## src/hw/rtl/agt_pkg.sv

```systemverilog
`timescale 1ns / 1ps

package agt_pkg;

    // field widths fixed by the interface
    localparam int NODE_W = 6;
    localparam int VAL_W  = 16;
    localparam int CNT_W  = 11;
    localparam int ACT_W  = 3;

    // widest matrix address, for the largest node count
    localparam int ADDR_MAX_W = 2 * NODE_W;

    // edge count saturates here
    localparam logic [CNT_W-1:0] CNT_MAX = 11'd2047;

    // neighbor scan result cap and the width of its counter
    localparam int MAX_RESULTS = 32;
    localparam int NF_W        = 6;

    // command queue depth between front and back
    localparam int QDEPTH = 2;

    // marker value after reset
    localparam logic [VAL_W-1:0] RESET_MARKER = 16'hFFFF;

    // action codes
    typedef enum logic [ACT_W-1:0] {
        OP_ADD  = 3'd0,
        OP_DEL  = 3'd1,
        OP_ADJ  = 3'd2,
        OP_NBR  = 3'd3,
        OP_RD   = 3'd4,
        OP_WR   = 3'd5,
        OP_CLR  = 3'd6,
        OP_NONE = 3'd7
    } t_op;

    // classified command handed from front to back
    typedef struct packed {
        t_op               op;
        logic [NODE_W-1:0] x;
        logic [NODE_W-1:0] y;
        logic [VAL_W-1:0]  val;
        logic              inr;
        logic              xin;
        logic              diag;
    } t_cmd;

    // one result word
    typedef struct packed {
        logic              ok;
        logic              adj;
        logic              found;
        logic [NODE_W-1:0] idx;
        logic [VAL_W-1:0]  val;
        logic [CNT_W-1:0]  count;
        logic              last;
    } t_result;

    // queue status
    typedef struct packed {
        logic full;
        logic empty;
    } t_q_stat;

    // back end status
    typedef struct packed {
        logic init_busy;
    } t_back_stat;

endpackage

```

## src/hw/rtl/agt_fifo.sv

```systemverilog
`timescale 1ns / 1ps

module agt_fifo (
    input  logic              i_clk,
    input  logic              i_rst_n,
    input  logic              i_push,
    input  agt_pkg::t_cmd     i_cmd,
    input  logic              i_pop,
    output agt_pkg::t_cmd     o_cmd,
    output agt_pkg::t_q_stat  o_stat
);

    localparam int PW = (agt_pkg::QDEPTH > 1) ? $clog2(agt_pkg::QDEPTH) : 1;
    localparam int CW = $clog2(agt_pkg::QDEPTH + 1);
    localparam logic [PW-1:0] PTR_LAST = PW'(agt_pkg::QDEPTH - 1);

    agt_pkg::t_cmd   r_buf [agt_pkg::QDEPTH];
    logic [PW-1:0]   r_wr;
    logic [PW-1:0]   r_rd;
    logic [CW-1:0]   r_cnt;
    logic [PW-1:0]   n_wr;
    logic [PW-1:0]   n_rd;
    logic [CW-1:0]   n_cnt;

    // pointer and fill count update
    always_comb begin
        n_wr  = r_wr;
        n_rd  = r_rd;
        n_cnt = r_cnt;
        if (i_push) begin
            n_wr = (r_wr == PTR_LAST) ? '0 : r_wr + 1'b1;
        end
        if (i_pop) begin
            n_rd = (r_rd == PTR_LAST) ? '0 : r_rd + 1'b1;
        end
        if (i_push && !i_pop) begin
            n_cnt = r_cnt + 1'b1;
        end else if (!i_push && i_pop) begin
            n_cnt = r_cnt - 1'b1;
        end
    end

    always_ff @(posedge i_clk) begin
        if (!i_rst_n) begin
            r_wr  <= '0;
            r_rd  <= '0;
            r_cnt <= '0;
        end else begin
            r_wr  <= n_wr;
            r_rd  <= n_rd;
            r_cnt <= n_cnt;
        end
    end

    // entry storage
    always_ff @(posedge i_clk) begin
        if (i_push) begin
            r_buf[r_wr] <= i_cmd;
        end
    end

    assign o_cmd        = r_buf[r_rd];
    assign o_stat.full  = (r_cnt == CW'(agt_pkg::QDEPTH));
    assign o_stat.empty = (r_cnt == '0);

endmodule

```

## config.mk

```make
export PLATFORM = sky130hd
export DESIGN_NAME = agt_fifo
export DESIGN_NICKNAME = d
export VERILOG_FILES = /design/src/hw/rtl/agt_pkg.sv /design/src/hw/rtl/agt_fifo.sv
export SDC_FILE = /design/constraint.sdc
export NUM_CORES = 1
export LEC_CHECK = 0
export ABC_AREA = 1
export ABC_CLOCK_PERIOD_IN_PS = 2100
export BUFFER_PORTS_ARGS = -buffer_cell sky130_fd_sc_hd__buf_2
export CAP_MARGIN = 20
export CELL_PAD_IN_SITES_DETAIL_PLACEMENT = 1
export CELL_PAD_IN_SITES_GLOBAL_PLACEMENT = 2
export CORE_ASPECT_RATIO = 0.8
export CORE_MARGIN = 2
export CORE_UTILIZATION = 35
export CTS_BUF_LIST = sky130_fd_sc_hd__clkbuf_4
export CTS_CLUSTER_SIZE = 12
export DETAILED_ROUTE_END_ITERATION = 10
export PLACE_DENSITY_LB_ADDON = 0.1
export SKIP_LAST_GASP = 1
export SLEW_MARGIN = 20
export SYNTH_ARGS = -nofsm -noshare
export SYNTH_HDL_FRONTEND = slang
export SYNTH_SLANG_ARGS = --single-unit
```

## constraint.sdc

```tcl
create_clock -name i_clk -period 2.1 [get_ports i_clk]
set_input_delay 0 -clock i_clk [delete_from_list [all_inputs] [get_ports i_clk]]
set_output_delay 0 -clock i_clk [all_outputs]
set_load 0.01 [all_outputs]
```

==> impl_metrics.csv <==
group,metric,value,unit
clock_tree,tritoncts,"yes",
placement,gp_congestion,0.660,
sta,setup_tns,0,ns
grt,overflow,0,
clock_tree,h-tree-depth,3,
worst_setup_path,crit_path_start_kind,"register",
floorplan,initial_core_util,35.9,%
grt,grt_first_pass_wirelength,8.60,mm
synthesis,synth_seq_cells,73,
min_path,min_path_type,"in2reg",
run_status,status,"complete, no violations",
clock_tree,cts_resized,0,
synthesis,synthFlopType,"edfxtp_1",
placement,dpl.hpwl,3.76,mm
power,peakVddDrop,303,uV
route,num_vias,1601,
floorplan,die-area,0.00885,sq mm
clock_tree,clockRootBuffer,"clkbuf_4",
synthesis,synth_edf_count,68,
finish,nNetsFinal,304,
grt,grt_max_degree,21,
synthesis,syn_inst,141,
grt,grt_pass1_vias,1720,
route,drt_first_pass_iters,6,
finish,antennaDiodeCount,0,
floorplan,fp.dieW,105,um
synthesis,synth.most_common_cell,"edfxtp_1",
sta,period_needed,1.84,ns
clock_tree,cts_sinks,73,
clock_tree,clock_tree.buffer_depth,2,
synthesis,ys_seq_area_share,75.5,%
sta,setup_ws,0.261,ns
worst_setup_path,critPathArrivalTime,2.13,ns
floorplan,coreArea,0.00791,sq mm
floorplan,die_y,84.5,um
finish,syn_to_final_growth,35.6,%
flow_run,maxCapViolations,0,
power,power,0.00293,W
synthesis,syn_area,0.00284,sq mm
synthesis,ys_top_cells_by_count,"edfxtp_1 (68), mux2_4 (30), nor2_1 (9)",
worst_setup_path,critPathMaxStageDelay,0.56,ns
route,via_per_inst,4.24,
sta,hold_violations,0,
worst_setup_path,path_cells,"nand2_1, nand2_1, dlygate4sd3_1, nor2_1, dlygate4sd3_1",
sta,fin_crit_sh,87.6,%
floorplan,num_rows,29,
worst_setup_path,critical-path-slowest-cell,"dlygate4sd3_1",
clock_tree,cts_made_buffers,9,
worst_setup_path,path_max_fanout,3,
clock_tree,clk_pin_slew,0.11,ns
finish,drive_gt1_share,47.8,%
worst_setup_path,path_delay_family,"buffers and inverters",
sta,slew_headroom,66.2,%
placement,portBuffers,73,
floorplan,pin_count,74,
synthesis,syn_area_per_cell,20.1,sq um
route,drt-initial-drc-count,29,
worst_setup_path,worst_setup_path_end_kind,"register",
sta,setup-violations-final,0,
placement,place_ws,0.620,ns
sta,fin_worst_skew,0.00818,ns
worst_setup_path,crit_required,2.39,ns
power,power_per_cell_area,762,mW/mm^2
sta,finalMaxSlewViolations,0,
route,wl_per_cell,14.4,um
route,ant_nets,0,
synthesis,synth_warnings,0,
grt,antenna_found_initial,0,
sta,worstMarginPinSlew,0.505,ns
clock_tree,insertion_delay,0.39,ns
sta,max_freq,544,MHz
power,p_leak,1.57,nW
synthesis,yosys.area.top_type,"edfxtp_1",
route,routed_wl,5.43,mm
finish,fillerInstances,819,
sta,rsz0062_at_grt,"no",
synthesis,synth-async-reset-ratio,0,%
synthesis,synth_top_cell_area_share,72.0,%
synthesis,ys_types,14,
grt,grt.total_usage,13.0,%
worst_setup_path,crit_type,"reg2reg",
synthesis,syn_nets,180,
route,drc,0,
worst_setup_path,worstPathBufferInverterCount,2,
synthesis,synthTopCellsByArea,"edfxtp_1 (72%), mux2_4 (16%), dfxtp_1 (3.5%)",
-- routing by layer --
metal | GRT usage [%] | routed length (um) | up-vias
met3 | 5.28 | 304 | 5
met4 | 3.64 | 48 | 0
met2 | 24.1 | 2910 | 50
li1 | - | - | 775
met5 | 0 | 0 | -
met1 | 13.9 | 2170 | 771
-- registers in the layout, summed over array words and instances (netlist names), named ones only --
signal	count
r_cnt	2
r_buf	68
r_wr	1
r_rd	1
-- cells in the final DEF (no fill, tap or decap), drive strengths merged --
cell type / netlist / layout
nand2: 8 / 8
clkinv: 0 / 4
bufinv: 0 / 1
a21oi: 1 / 1
ha: 1 / 1
nor2: 9 / 9
buf: 4 / 79
o21ai: 1 / 1
mux2: 34 / 34
nand3: 1 / 1
clkbuf: 0 / 10
edfxtp: 68 / 68
inv: 8 / 8
dfxtp: 5 / 5
nand4: 1 / 1
dlygate4sd3: 0 / 38
clkinvlp: 0 / 1
-- path summary, 6_finish.rpt --
path / startpoint / endpoint / slack, ns / cells past startpoint
max reg2reg: r_wr$_SDFFE_PN0P_ / r_wr$_SDFFE_PN0P_ / 0.26 / 5
min reg2reg: r_rd$_SDFFE_PN0P_ / r_rd$_SDFFE_PN0P_ / 0.51 / 2
max: r_wr$_SDFFE_PN0P_ / r_wr$_SDFFE_PN0P_ / 0.26 / 5
min: i_push / r_cnt[0]$_SDFFE_PN0P_ / 0.03 / 3
-- final cells by class --
cell class,instances,area (sq um),share of cell area (%)
Clock buffer,10,75.1,1.95
Clock inverter,6,58.8,1.53
Inverter,8,30.0,0.781
Multi-Input combinational cell,56,601,15.6
Sequential cell,73,2140,55.7
Tap cell,108,135,3.51
Timing Repair Buffer,117,803,20.9
-- through the flow --
stage                     instances  hold slack (ns)  instance area, sq um  utilization, %
final                           378           0.0265                  3850            48.6
after global routing            378           0.0199                  3850            48.6
after CTS                       378          0.00454                  3850            48.6
after detailed placement        324            0.192                  3330            42.1
after global placement          324            0.189                  3330            42.1
after floorplan                 141           0.0989                  2840               -
-- worst min-delay path, stage by stage --
cell and delay (ns):
buf_2 0.13, ha_1 0.19, a21oi_1 0.07
-- power breakdown --
group	total, W	switching (W)	internal (W)
sequential	0.00170	0.0000249	0.00168
combinational	0.000411	0.000186	0.000225
clock	0.000820	0.000451	0.000369
-- cells by family after synthesis --
kind of cell / Yosys count / synth area share, %
adder cells (fa/ha/maj): 1 / 0.441
AND/OR/NAND/NOR: 19 / 2.65
AO/OA/AOI/OAI: 2 / 0.353
multiplexers: 34 / 17.5
flip-flops: 73 / 75.5
buffers and inverters: 12 / 3.57
-- what timing repair did --
item	4_1_cts	5_1_grt
endpoints found under the hold margin	73	0
hold buffers	38	0
buffers inserted	0	0
setup endpoints to repair	0	0
Note: power is estimated with default switching activity, not from simulation.
