### src/hw/rtl/agt_pkg.sv
`timescale 1ns / 1ps

package agt_pkg;

    // field widths fixed by the interface
    localparam int NODE_W = 6;
    localparam int VAL_W  = 16;
    localparam int CNT_W  = 11;
    localparam int ACT_W  = 3;

    // widest matrix address, for the largest node count
    localparam int ADDR_MAX_W = 2 * NODE_W;

    // edge count saturates here
    localparam logic [CNT_W-1:0] CNT_MAX = 11'd2047;

    // neighbor scan result cap and the width of its counter
    localparam int MAX_RESULTS = 32;
    localparam int NF_W        = 6;

    // command queue depth between front and back
    localparam int QDEPTH = 2;

    // marker value after reset
    localparam logic [VAL_W-1:0] RESET_MARKER = 16'hFFFF;

    // action codes
    typedef enum logic [ACT_W-1:0] {
        OP_ADD  = 3'd0,
        OP_DEL  = 3'd1,
        OP_ADJ  = 3'd2,
        OP_NBR  = 3'd3,
        OP_RD   = 3'd4,
        OP_WR   = 3'd5,
        OP_CLR  = 3'd6,
        OP_NONE = 3'd7
    } t_op;

    // classified command handed from front to back
    typedef struct packed {
        t_op               op;
        logic [NODE_W-1:0] x;
        logic [NODE_W-1:0] y;
        logic [VAL_W-1:0]  val;
        logic              inr;
        logic              xin;
        logic              diag;
    } t_cmd;

    // one result word
    typedef struct packed {
        logic              ok;
        logic              adj;
        logic              found;
        logic [NODE_W-1:0] idx;
        logic [VAL_W-1:0]  val;
        logic [CNT_W-1:0]  count;
        logic              last;
    } t_result;

    // queue status
    typedef struct packed {
        logic full;
        logic empty;
    } t_q_stat;

    // back end status
    typedef struct packed {
        logic init_busy;
    } t_back_stat;

endpackage

### src/hw/rtl/agt_front.sv
`timescale 1ns / 1ps

module agt_front #(
    parameter int NODES = 32
) (
    input  logic                        i_valid,
    output logic                        o_ready,
    input  logic [agt_pkg::ACT_W-1:0]   i_action,
    input  logic [agt_pkg::NODE_W-1:0]  i_node_x,
    input  logic [agt_pkg::NODE_W-1:0]  i_node_y,
    input  logic [agt_pkg::VAL_W-1:0]   i_edge_value,
    input  agt_pkg::t_q_stat            i_q_stat,
    input  agt_pkg::t_back_stat         i_bstat,
    output logic                        o_push,
    output agt_pkg::t_cmd               o_cmd
);

    logic xin;
    logic yin;

    // range checks against the node count
    assign xin = ({1'b0, i_node_x} < (agt_pkg::NODE_W + 1)'(NODES));
    assign yin = ({1'b0, i_node_y} < (agt_pkg::NODE_W + 1)'(NODES));

    // take a word whenever the queue has room and the matrix is initialized
    assign o_ready = !i_q_stat.full && !i_bstat.init_busy;
    assign o_push  = i_valid && o_ready;

    // classify the word
    always_comb begin
        o_cmd.op   = agt_pkg::t_op'(i_action);
        o_cmd.x    = i_node_x;
        o_cmd.y    = i_node_y;
        o_cmd.val  = i_edge_value;
        o_cmd.xin  = xin;
        o_cmd.inr  = xin && yin;
        o_cmd.diag = (i_node_x == i_node_y);
    end

endmodule

### config.mk
export PLATFORM = sky130hd
export DESIGN_NAME = agt_front
export DESIGN_NICKNAME = d
export VERILOG_FILES = /design/src/hw/rtl/agt_pkg.sv /design/src/hw/rtl/agt_front.sv
export SDC_FILE = /design/constraint.sdc
export NUM_CORES = 1
export LEC_CHECK = 0
export BUFFER_PORTS_ARGS = -buffer_cell sky130_fd_sc_hd__buf_2
export CORE_AREA = 2 2 39 41
export DETAILED_ROUTE_END_ITERATION = 8
export DIE_AREA = 0 0 41 43
export PLACE_DENSITY = 0.81
export SYNTH_ARGS = -nofsm -noshare
export SYNTH_HDL_FRONTEND = slang
export SYNTH_SLANG_ARGS = --single-unit
### constraint.sdc
create_clock -name vclk -period 2.4
set_input_delay 0.48 -clock vclk [all_inputs]
set_output_delay 0.48 -clock vclk [all_outputs]
set_load 0.05 [all_outputs]
==> metrics.md, run 1 <==
| Metric | Value |
|---|---|
| Gr ovfl total | 0 |
| Critical Path Fanout Max | 2 |
| Final-report max-slew violation count | 0 |
| IR drop worst, VDD | 0.00005860 V |
| Mapped Cells | 44 |
| CP Launch Type | input port |
| WP data arrival | 1340 ps |
| Max cap viols | 0 |
| Yosys warnings | 0 |
| Setup_tns | 0 ps |
| Top cell by count, worst path | buf_2 |
| Period utilisation layout | 75.63% |
| Largest net degree at the start of global routing | 3 |
| Final net count | 82 |
| Worst Path Required | 1920 ps |
| Diode count | 0 |
| Buffers & Inverters on Critical Path | 3 |
| Routed vias | 221 |
| Setup repair bufs after CTS | 0 |
| Commonest cells in the netlist | buf_4, xnor2_1, inv_1 |
| Worst slew margin | 83.45% |
| Pint | 25.21 uW |
| DRT Pass-1 Iters | 1 |
| Netlist cell types | 9 |
| Std cell rows | 14 |
| Placed Cells | 60 |
| Fmax | 550.9 MHz |
| Worst-Margin Slew | 249.9 ps |
| Outcome | completed |
| Reg area | 0 um^2 |
| IO Count | 71 |
| Sw frac | 72.58% |
| Worst Setup End Kind | output port |
| Most area-hungry cell type in the Yosys netlist | buf_4 |
| Vias in the first global route | 185 |
| Share of the synthesized area in the top cell type | 72.73% |
| RSZ-0062 raised after global routing | no |
| FF+latch count | 0 |
| Post-DP Area | 270.3 um^2 |
| Critical path type | in -> out |
| Hpwl dp | 460.3 um |
| DR DRC count | 0 |
| Post-route ant nets | 0 |
| Final hold vios | 0 |
| Post-route cell area | 270.3 um^2 |
| Final Instance Count excl. Fillers | 60 |
| Number of clock-tree buffers in the layout | 0 |
| Pwr Density | 340.2 mW/mm^2 |
| Share of layout cells above drive strength 1 | 75.00% |
| Die Height | 43 um |
| Seq/Total Area, Yosys | 0% |
| Die ar. | 0.001763 mm^2 |
| Post-Syn Area | 330.3 um^2 |
| Initial DRC count | 0 |
| Routed WL | 480 um |
| Syn avg cell area | 7.507 um^2 |
| CORE AREA | 0.001384 mm^2 |
| Most numerous cell in the Yosys netlist | buf_4 |
| Leakage power | 0.0001676 uW |
| WP depth | 5 |
| Cells on Worst Hold Path | 0 |
| GRT Total Usage | 4.695% |
| Multi-input gate area | 82.58 um^2 |
| Port Buffers | 32 |
| Synth Net Count | 80 |
| Die X | 41 um |
| Worst-path cell chain | buf_2, inv_1, ha_1, nor3_2, buf_2 |
| # resized after CTS | 0 |
| Filler cells | 150 |
| Sequential share of power | 0% |
| Sw power | 66.73 uW |
| Antenna violations before repair | 0 |
| First-pass GRT wire length | 627 um |
| Final design utilization | 19.53% |
| Tot Pwr | 91.94 uW |
| Setup violators final | 0 |
| Clock power share | 0% |
| Detailed-route vias per instance | 3.683 |
| Starting Density | 23.87% |
| Slowest stage delay, CP | 290 ps |
| Final GP Congestion | 0.5619 |
| CP top delay family | buffers and inverters |
| Slowest-stage cell, CP | ha_1 |
| Synth-to-layout area growth | -18.18% |
| Combinational share of power | 100.0% |
| Minimum clock period | 1815 ps |
| Top post-synthesis cells by area | buf_4, xnor2_1, ha_1 |
| Drt wl/cell | 8.000 um |
| CTS Hold Buffers Added | 0 |
| HP Class | in -> out |
==> power by group through the flow <==
stage | registers (uW) | logic [uW] | clock network (uW)
after global placement | 0 | 92.1 | 0
after detailed placement | 0 | 93.0 | 0
after CTS | 0 | 93.1 | 0
after floorplan | 0 | 166 | 0
after global routing | 0 | 98.0 | 0
final | 0 | 91.9 | 0
==> layer usage <==
layer | share of wire [%] | global-route usage, % | vias up | wire [um]
li1 | - | - | 103 | -
met1 | 28 | 3.481 | 81 | 134
met2 | 46 | 9.063 | 35 | 219
met3 | 25 | 3.141 | 2 | 119
met4 | 1.3 | 0.6667 | 0 | 6
met5 | 0 | 0 | - | 0
==> cell type report <==
type               instances  area share (%)
multi-input cells         10           30.56
well taps                 16           7.407
repair buffers            32           59.26
inverters                  2           2.778
==> per-stage QoR <==
| stage | hold WS, ps | setup WS (ps) |
|---|---|---|
| after floorplan | 1127 | 224.8 |
| after global placement | 960.3 | 587.9 |
| after detailed placement | 960.3 | 566.9 |
| after CTS | 960.3 | 567.0 |
| after global routing | 960.1 | 466.7 |
| final | 960.0 | 584.9 |
==> kinds of logic (layout without fill, tap and decap cells) <==
family        Yosys count  in the layout  share of synthesized area, %
xor+xnor                5              5                         13.26
fa+ha+maj               1              1                         3.787
buf+inv                34             34                         75.00
simple gates            4              4                         7.956
==> final timing paths <==
kind / startpoint / to / slack (ps)
setup / recovery: i_node_x[5] / o_cmd[0] / 580
hold / removal: i_edge_value[9] / o_cmd[12] / 960
==> layout by cell type, fill, tap and decap left out <==
cell	instances
and2_1	1
buf_2	32
ha_1	1
inv_1	2
nand4_1	1
nor2_1	1
nor3_2	1
xnor2_1	4
xor2_1	1
Power figures use the tool's default switching activity.
==> run 2: changes to the inputs <==
--- a/config.mk
+++ b/config.mk
@@ -5,11 +5,12 @@
 export SDC_FILE = /design/constraint.sdc
 export NUM_CORES = 1
 export LEC_CHECK = 0
+export ABC_AREA = 1
 export BUFFER_PORTS_ARGS = -buffer_cell sky130_fd_sc_hd__buf_2
-export CORE_AREA = 2 2 39 41
+export CORE_MARGIN = 2
+export CORE_UTILIZATION = 27
 export DETAILED_ROUTE_END_ITERATION = 8
-export DIE_AREA = 0 0 41 43
-export PLACE_DENSITY = 0.81
+export PLACE_DENSITY = 0.82
 export SYNTH_ARGS = -nofsm -noshare
 export SYNTH_HDL_FRONTEND = slang
 export SYNTH_SLANG_ARGS = --single-unit
==> constraint.sdc (replaced) <==
create_clock -name vclk -period 1.75
set_input_delay 0.35 -clock vclk [all_inputs]
set_output_delay 0.35 -clock vclk [all_outputs]
set_load 0.05 [all_outputs]
==> run 2 against run 1 <==
Global-route usage rose by 1.0 points. Worst setup slack got worse by 440 ps. Clock-buffer cell count did not move. Routed wire length rose by 11%. Synthesized cell count rose by 34%. Non-clock buffer count did not move. Sequential share of layout area did not move. Final area rose by 18%. First-iteration DRC count did not move. Combinational power rose by 46%. Critical endpoint unchanged. Largest cell class unchanged. Largest power group unchanged.
==> metrics.md, run 2 <==
| Metric | Value |
|---|---|
| Worst Path Required | 1400 ps |
| Final net count | 97 |
| RSZ-0062 raised after global routing | no |
| Synth Net Count | 95 |
| CORE AREA | 0.001285 mm^2 |
| Synth-to-layout area growth | -12.97% |
| Commonest cells in the netlist | buf_4, nand2_1, inv_1 |
| Syn avg cell area | 6.214 um^2 |
| Setup violators final | 0 |
| Worst Setup End Kind | output port |
| Setup repair bufs after CTS | 0 |
| Gr ovfl total | 0 |
| Sw power | 97.64 uW |
| IO Count | 71 |
| Vias in the first global route | 206 |
| Fmax | 621.3 MHz |
| Pre-CTS setup slack | 18.55 ps |
| Seq/Total Area, Yosys | 0% |
| Filler cells | 150 |
| Max cap viols | 0 |
| Combinational share of power | 100.0% |
| Number of clock-tree buffers in the layout | 0 |
| Clock power share | 0% |
| Antenna violations before repair | 0 |
| Final worst slack | 140.4 ps |
| Most area-hungry cell type in the Yosys netlist | buf_4 |
| Routed vias | 290 |
| Std cell rows | 13 |
| Routed WL | 534 um |
| CTS Hold Buffers Added | 0 |
| Final hold vios | 0 |
| Final-report max-slew violation count | 0 |
| Final GP Congestion | 0.6017 |
| Critical path type | in -> out |
| Worst slew margin | 83.27% |
| Hpwl dp | 506.9 um |
| HP Class | in -> out |
| Leakage power | 0.0002237 uW |
| Most numerous cell in the Yosys netlist | buf_4 |
| Commonest non-fill, non-tap cell in the layout | buf_2 |
| Share of the synthesized area in the top cell type | 65.53% |
| Post-synthesis mux area share | 0% |
| Mapped Cells | 59 |
| Post-Syn Area | 366.6 um^2 |
| DR DRC count | 0 |
| Max layer used | met4 |
| Die X | 40.85 um |
| Commonest non-fill, non-tap cells in the layout | buf_2, nand2_1, inv_1 |
| GRT Total Usage | 5.692% |
| Minimum clock period | 1610 ps |
| IR drop worst, VDD | 0.00008494 V |
| Largest family of logic cells by synthesized area | buffers and inverters |
| Largest net degree at the start of global routing | 4 |
| Met3 routed WL | 90 um |
| Yosys warnings | 0 |
| Sw frac | 72.63% |
| First-pass GRT wire length | 696 um |
| Worst-Margin Slew | 252.7 ps |
| Drt wl/cell | 7.216 um |
| Pint | 36.80 uW |
| Netlist cell types | 8 |
| WP data arrival | 1260 ps |
| CP Launch Type | input port |
| Outcome | completed |
| FF+latch count | 0 |
| Complex-gate fraction of the synthesized area | 0% |
| DRT Pass-1 Iters | 1 |
| Initial DRC count | 0 |
| Period utilisation layout | 91.98% |
| Post-synthesis xor/xnor area fraction | 4.778% |
| Pwr Density | 421.4 mW/mm^2 |
| Critical Path Fanout Max | 2 |
| Die ar. | 0.001669 mm^2 |
| Share of layout cells above drive strength 1 | 59.32% |
| Sequential share of power | 0% |
| Met2 WL | 278 um |
| Tot Pwr | 134.4 uW |
| Diode count | 0 |
| Post-route ant nets | 0 |
| Metal1 wirelength | 145 um |
| Starting Density | 28.53% |
| Post-Synth Adder-Cell Area | 3.413% |
| Port Buffers | 32 |
| Top post-synthesis cells by area | buf_4, nand2_1, inv_1 |
| Detailed-route vias per instance | 3.919 |
| Setup_tns | 0 ps |
| Reg area | 0 um^2 |
| Die Height | 40.85 um |
| Post-Synth Simple-Gate Area | 18.09% |
| Final design utilization | 24.83% |
## run 2: kinds of logic after synthesis
family                     after synthesis
buffers and inverters                   40
adders and majority gates                1
and+or+nand+nor                         16
xor gates and xnor gates                 2
## run 2: final cells by class
class              instances  area [um^2]  share of cell area, %
inverters                  8        30.03                  9.412
multi-input cells         19        103.9                  32.55
well taps                 15        18.77                  5.882
repair buffers            32        166.4                  52.16
## run 2: repair_timing
action,4_1_cts,5_1_grt
hold endpoints to repair,0,0
endpoints found under the setup margin,0,1
resized for setup,0,4
## run 2: critical path, stage by stage
cell,delay (ps)
buf_2,90
inv_1,40
ha_1,280
inv_1,50
nand2_1,50
nor2_2,70
nand2_1,60
nor2_2,90
buf_6,160
## run 2: metal layers
| layer | GRT usage (%) | vias up |
|---|---|---|
| met1 | 4.167 | 120 |
| li1 | - | 140 |
| met4 | 3.333 | 0 |
| met2 | 12.50 | 24 |
| met3 | 1.087 | 6 |
| met5 | 0 | - |
## run 2: per-stage QoR
| stage | std cells | hold slack (ps) | area (um^2) |
|---|---|---|---|
| after floorplan | 59 | 801.5 | 371.6 |
| after global placement | 74 | 700.3 | 310.3 |
| after detailed placement | 74 | 700.3 | 310.3 |
| after CTS | 74 | 700.3 | 310.3 |
| after global routing | 74 | 700.1 | 319.1 |
| final | 74 | 700.0 | 319.1 |
## run 2: power by group through the flow
stage                     Sequential, uW  Combinational [uW]  Clock [uW]
after floorplan                        0                 233           0
after global placement                 0                 132           0
after detailed placement               0                 134           0
after CTS                              0                 134           0
after global routing                   0                 146           0
final                                  0                 134           0
## run 2: path summary, 6_finish.rpt
kind,startpoint,endpoint,depth (start not counted)
max,i_node_x[5],o_cmd[0],9
min,i_edge_value[8],o_cmd[11],0
==> run 3: changes to the inputs <==
--- a/config.mk
+++ b/config.mk
@@ -6,11 +6,11 @@
 export NUM_CORES = 1
 export LEC_CHECK = 0
 export ABC_AREA = 1
-export BUFFER_PORTS_ARGS = -buffer_cell sky130_fd_sc_hd__buf_2
-export CORE_MARGIN = 2
-export CORE_UTILIZATION = 27
+export CORE_AREA = 2 2 39 41
 export DETAILED_ROUTE_END_ITERATION = 8
-export PLACE_DENSITY = 0.82
+export DIE_AREA = 0 0 41 43
+export DONT_BUFFER_PORTS = 1
+export PLACE_DENSITY = 0.38
 export SYNTH_ARGS = -nofsm -noshare
 export SYNTH_HDL_FRONTEND = slang
 export SYNTH_SLANG_ARGS = --single-unit
==> constraint.sdc (replaced) <==
create_clock -name vclk -period 1.59
set_input_delay 0.318 -clock vclk [all_inputs]
set_output_delay 0.318 -clock vclk [all_outputs]
set_load 0.05 [all_outputs]
==> run 3 against run 2 <==
Utilization fell by 9.4 points. Cell count fell by 35%. Worst hold slack got worse by 64 ps. Highest routed layer unchanged.
==> metrics.md, run 3 (synthesized netlist as in run 2, its figures left out) <==
| Metric | Value |
|---|---|
| RSZ-0062 raised after global routing | no |
| Pwr Density | 280.0 mW/mm^2 |
| WP data arrival | 1150 ps |
| Hpwl dp | 438.7 um |
| Clock power share | 0% |
| Sequential share of power | 0% |
| Critical path type | in -> out |
| Hold Crit Start | i_edge_value[8] |
| Pre-CTS setup slack | 81.42 ps |
| Commonest non-fill, non-tap cell in the layout | nand2_1 |
| FF+latch count | 0 |
| Max cap viols | 0 |
| Top cell by count, worst path | nand2_1 |
| Outcome | completed |
| Worst Path Required | 1270 ps |
| Worst Setup End Kind | output port |
| Initial DRC count | 0 |
| Combinational share of power | 100.0% |
| CP Launch Type | input port |
| Setup repair bufs after CTS | 0 |
| Critical Path Fanout Max | 2 |
| Worst-path cell chain | inv_2, ha_1, inv_1, nand2_1, nor2_1, nand2_1, nor2_2, buf_12 |
| Final GP Congestion | 0.5643 |
| Vias in the first global route | 140 |
| Antenna violations before repair | 0 |
| Pint | 24.83 uW |
| CTS Hold Buffers Added | 0 |
| Largest net degree at the start of global routing | 4 |
| Routed vias | 184 |
| Sw frac | 58.55% |
| DR DRC count | 0 |
| Number of clock-tree buffers in the layout | 0 |
| # resized after CTS | 0 |
| Starting Density | 26.49% |
| Minimum clock period | 1471 ps |
| Sw power | 35.07 uW |
| Detailed-route vias per instance | 3.833 |
| Setup violators final | 0 |
| Drt wl/cell | 9.792 um |
| Final net count | 70 |
| Routed WL | 470 um |
| Worst slew margin | 90.28% |
| Setup_tns | 0 ps |
| DRT Pass-1 Iters | 1 |
| Slowest stage delay, CP | 270 ps |
| HP Class | in -> out |
| Diode count | 0 |
| GRT Total Usage | 4.396% |
| Hold worst-path end | o_cmd[11] |
| Final worst slack | 118.9 ps |
| Reg area | 0 um^2 |
| Std cell rows | 14 |
| Multi-input gate area | 101.3 um^2 |
| Die X | 41 um |
| Synth-to-layout area growth | -41.64% |
| IO Count | 71 |
| Leakage power | 0.0001225 uW |
| Die ar. | 0.001763 mm^2 |
| Share of layout cells above drive strength 1 | 28.13% |
| CORE AREA | 0.001384 mm^2 |
| Port Buffers | 0 |
| Gr ovfl total | 0 |
| Slowest-stage cell, CP | ha_1 |
| Commonest non-fill, non-tap cells in the layout | nand2_1, inv_1, nor2_1 |
| Final hold vios | 0 |
| Post-route ant nets | 0 |
| Worst-Margin Slew | 146.9 ps |
| Filler cells | 164 |
| Final-report max-slew violation count | 0 |
| CP top delay family | simple AND/OR/NAND/NOR gates |
| IR drop worst, VDD | 0.00005339 V |
| Period utilisation layout | 92.52% |
| First-pass GRT wire length | 572 um |
| Fmax | 679.8 MHz |
| Cells on Worst Hold Path | 0 |
| Die Height | 43 um |
| Buffers & Inverters on Critical Path | 3 |
==> run 3: final cells by class <==
| type | count | area share (%) |
|---|---|---|
| Inverter | 8 | 14.04 |
| Tap cell | 16 | 9.357 |
| Multi-Input combinational cell | 19 | 47.37 |
| Timing Repair Buffer | 5 | 29.24 |
==> run 3: how the worst max path moves through the flow <==
stage          cells past startpoint  slack [ps]       end         from
2_1_floorplan                      7         0.1  o_cmd[0]  i_node_x[5]
3_3_place_gp                       8          90  o_cmd[0]  i_node_x[5]
3_5_place_dp                       8          80  o_cmd[0]  i_node_x[5]
4_1_cts                            8          80  o_cmd[0]  i_node_x[5]
5_1_grt                            8          10  o_cmd[0]  i_node_y[5]
6_report                           8         120  o_cmd[0]  i_node_y[5]
==> run 3: metrics by stage <==
step	cell area, um^2	total power (uW)	util [%]	hold slack [ps]	cells
final	214.0	59.90	15.46	636.0	48
after global routing	214.0	66.44	15.46	636.1	48
after CTS	214.0	60.46	15.46	636.3	48
after detailed placement	214.0	60.32	15.46	636.3	48
after global placement	214.0	59.99	15.46	636.3	48
after floorplan	371.6	255.9	-	737.5	59
==> run 3: power groups by stage <==
stage / sequential [uW] / clock (uW) / combinational, uW
2_1_floorplan: 0 / 0 / 256
3_3_place_gp: 0 / 0 / 60.0
3_5_place_dp: 0 / 0 / 60.3
4_1_cts: 0 / 0 / 60.5
5_1_grt: 0 / 0 / 66.4
6_report: 0 / 0 / 59.9
==> run 3: routing by layer <==
metal  share of wire, %  track usage, %
met1                 24           4.430
met2                 50           7.813
met3                 25           1.571
met4               0.85           1.333
met5                  0               0
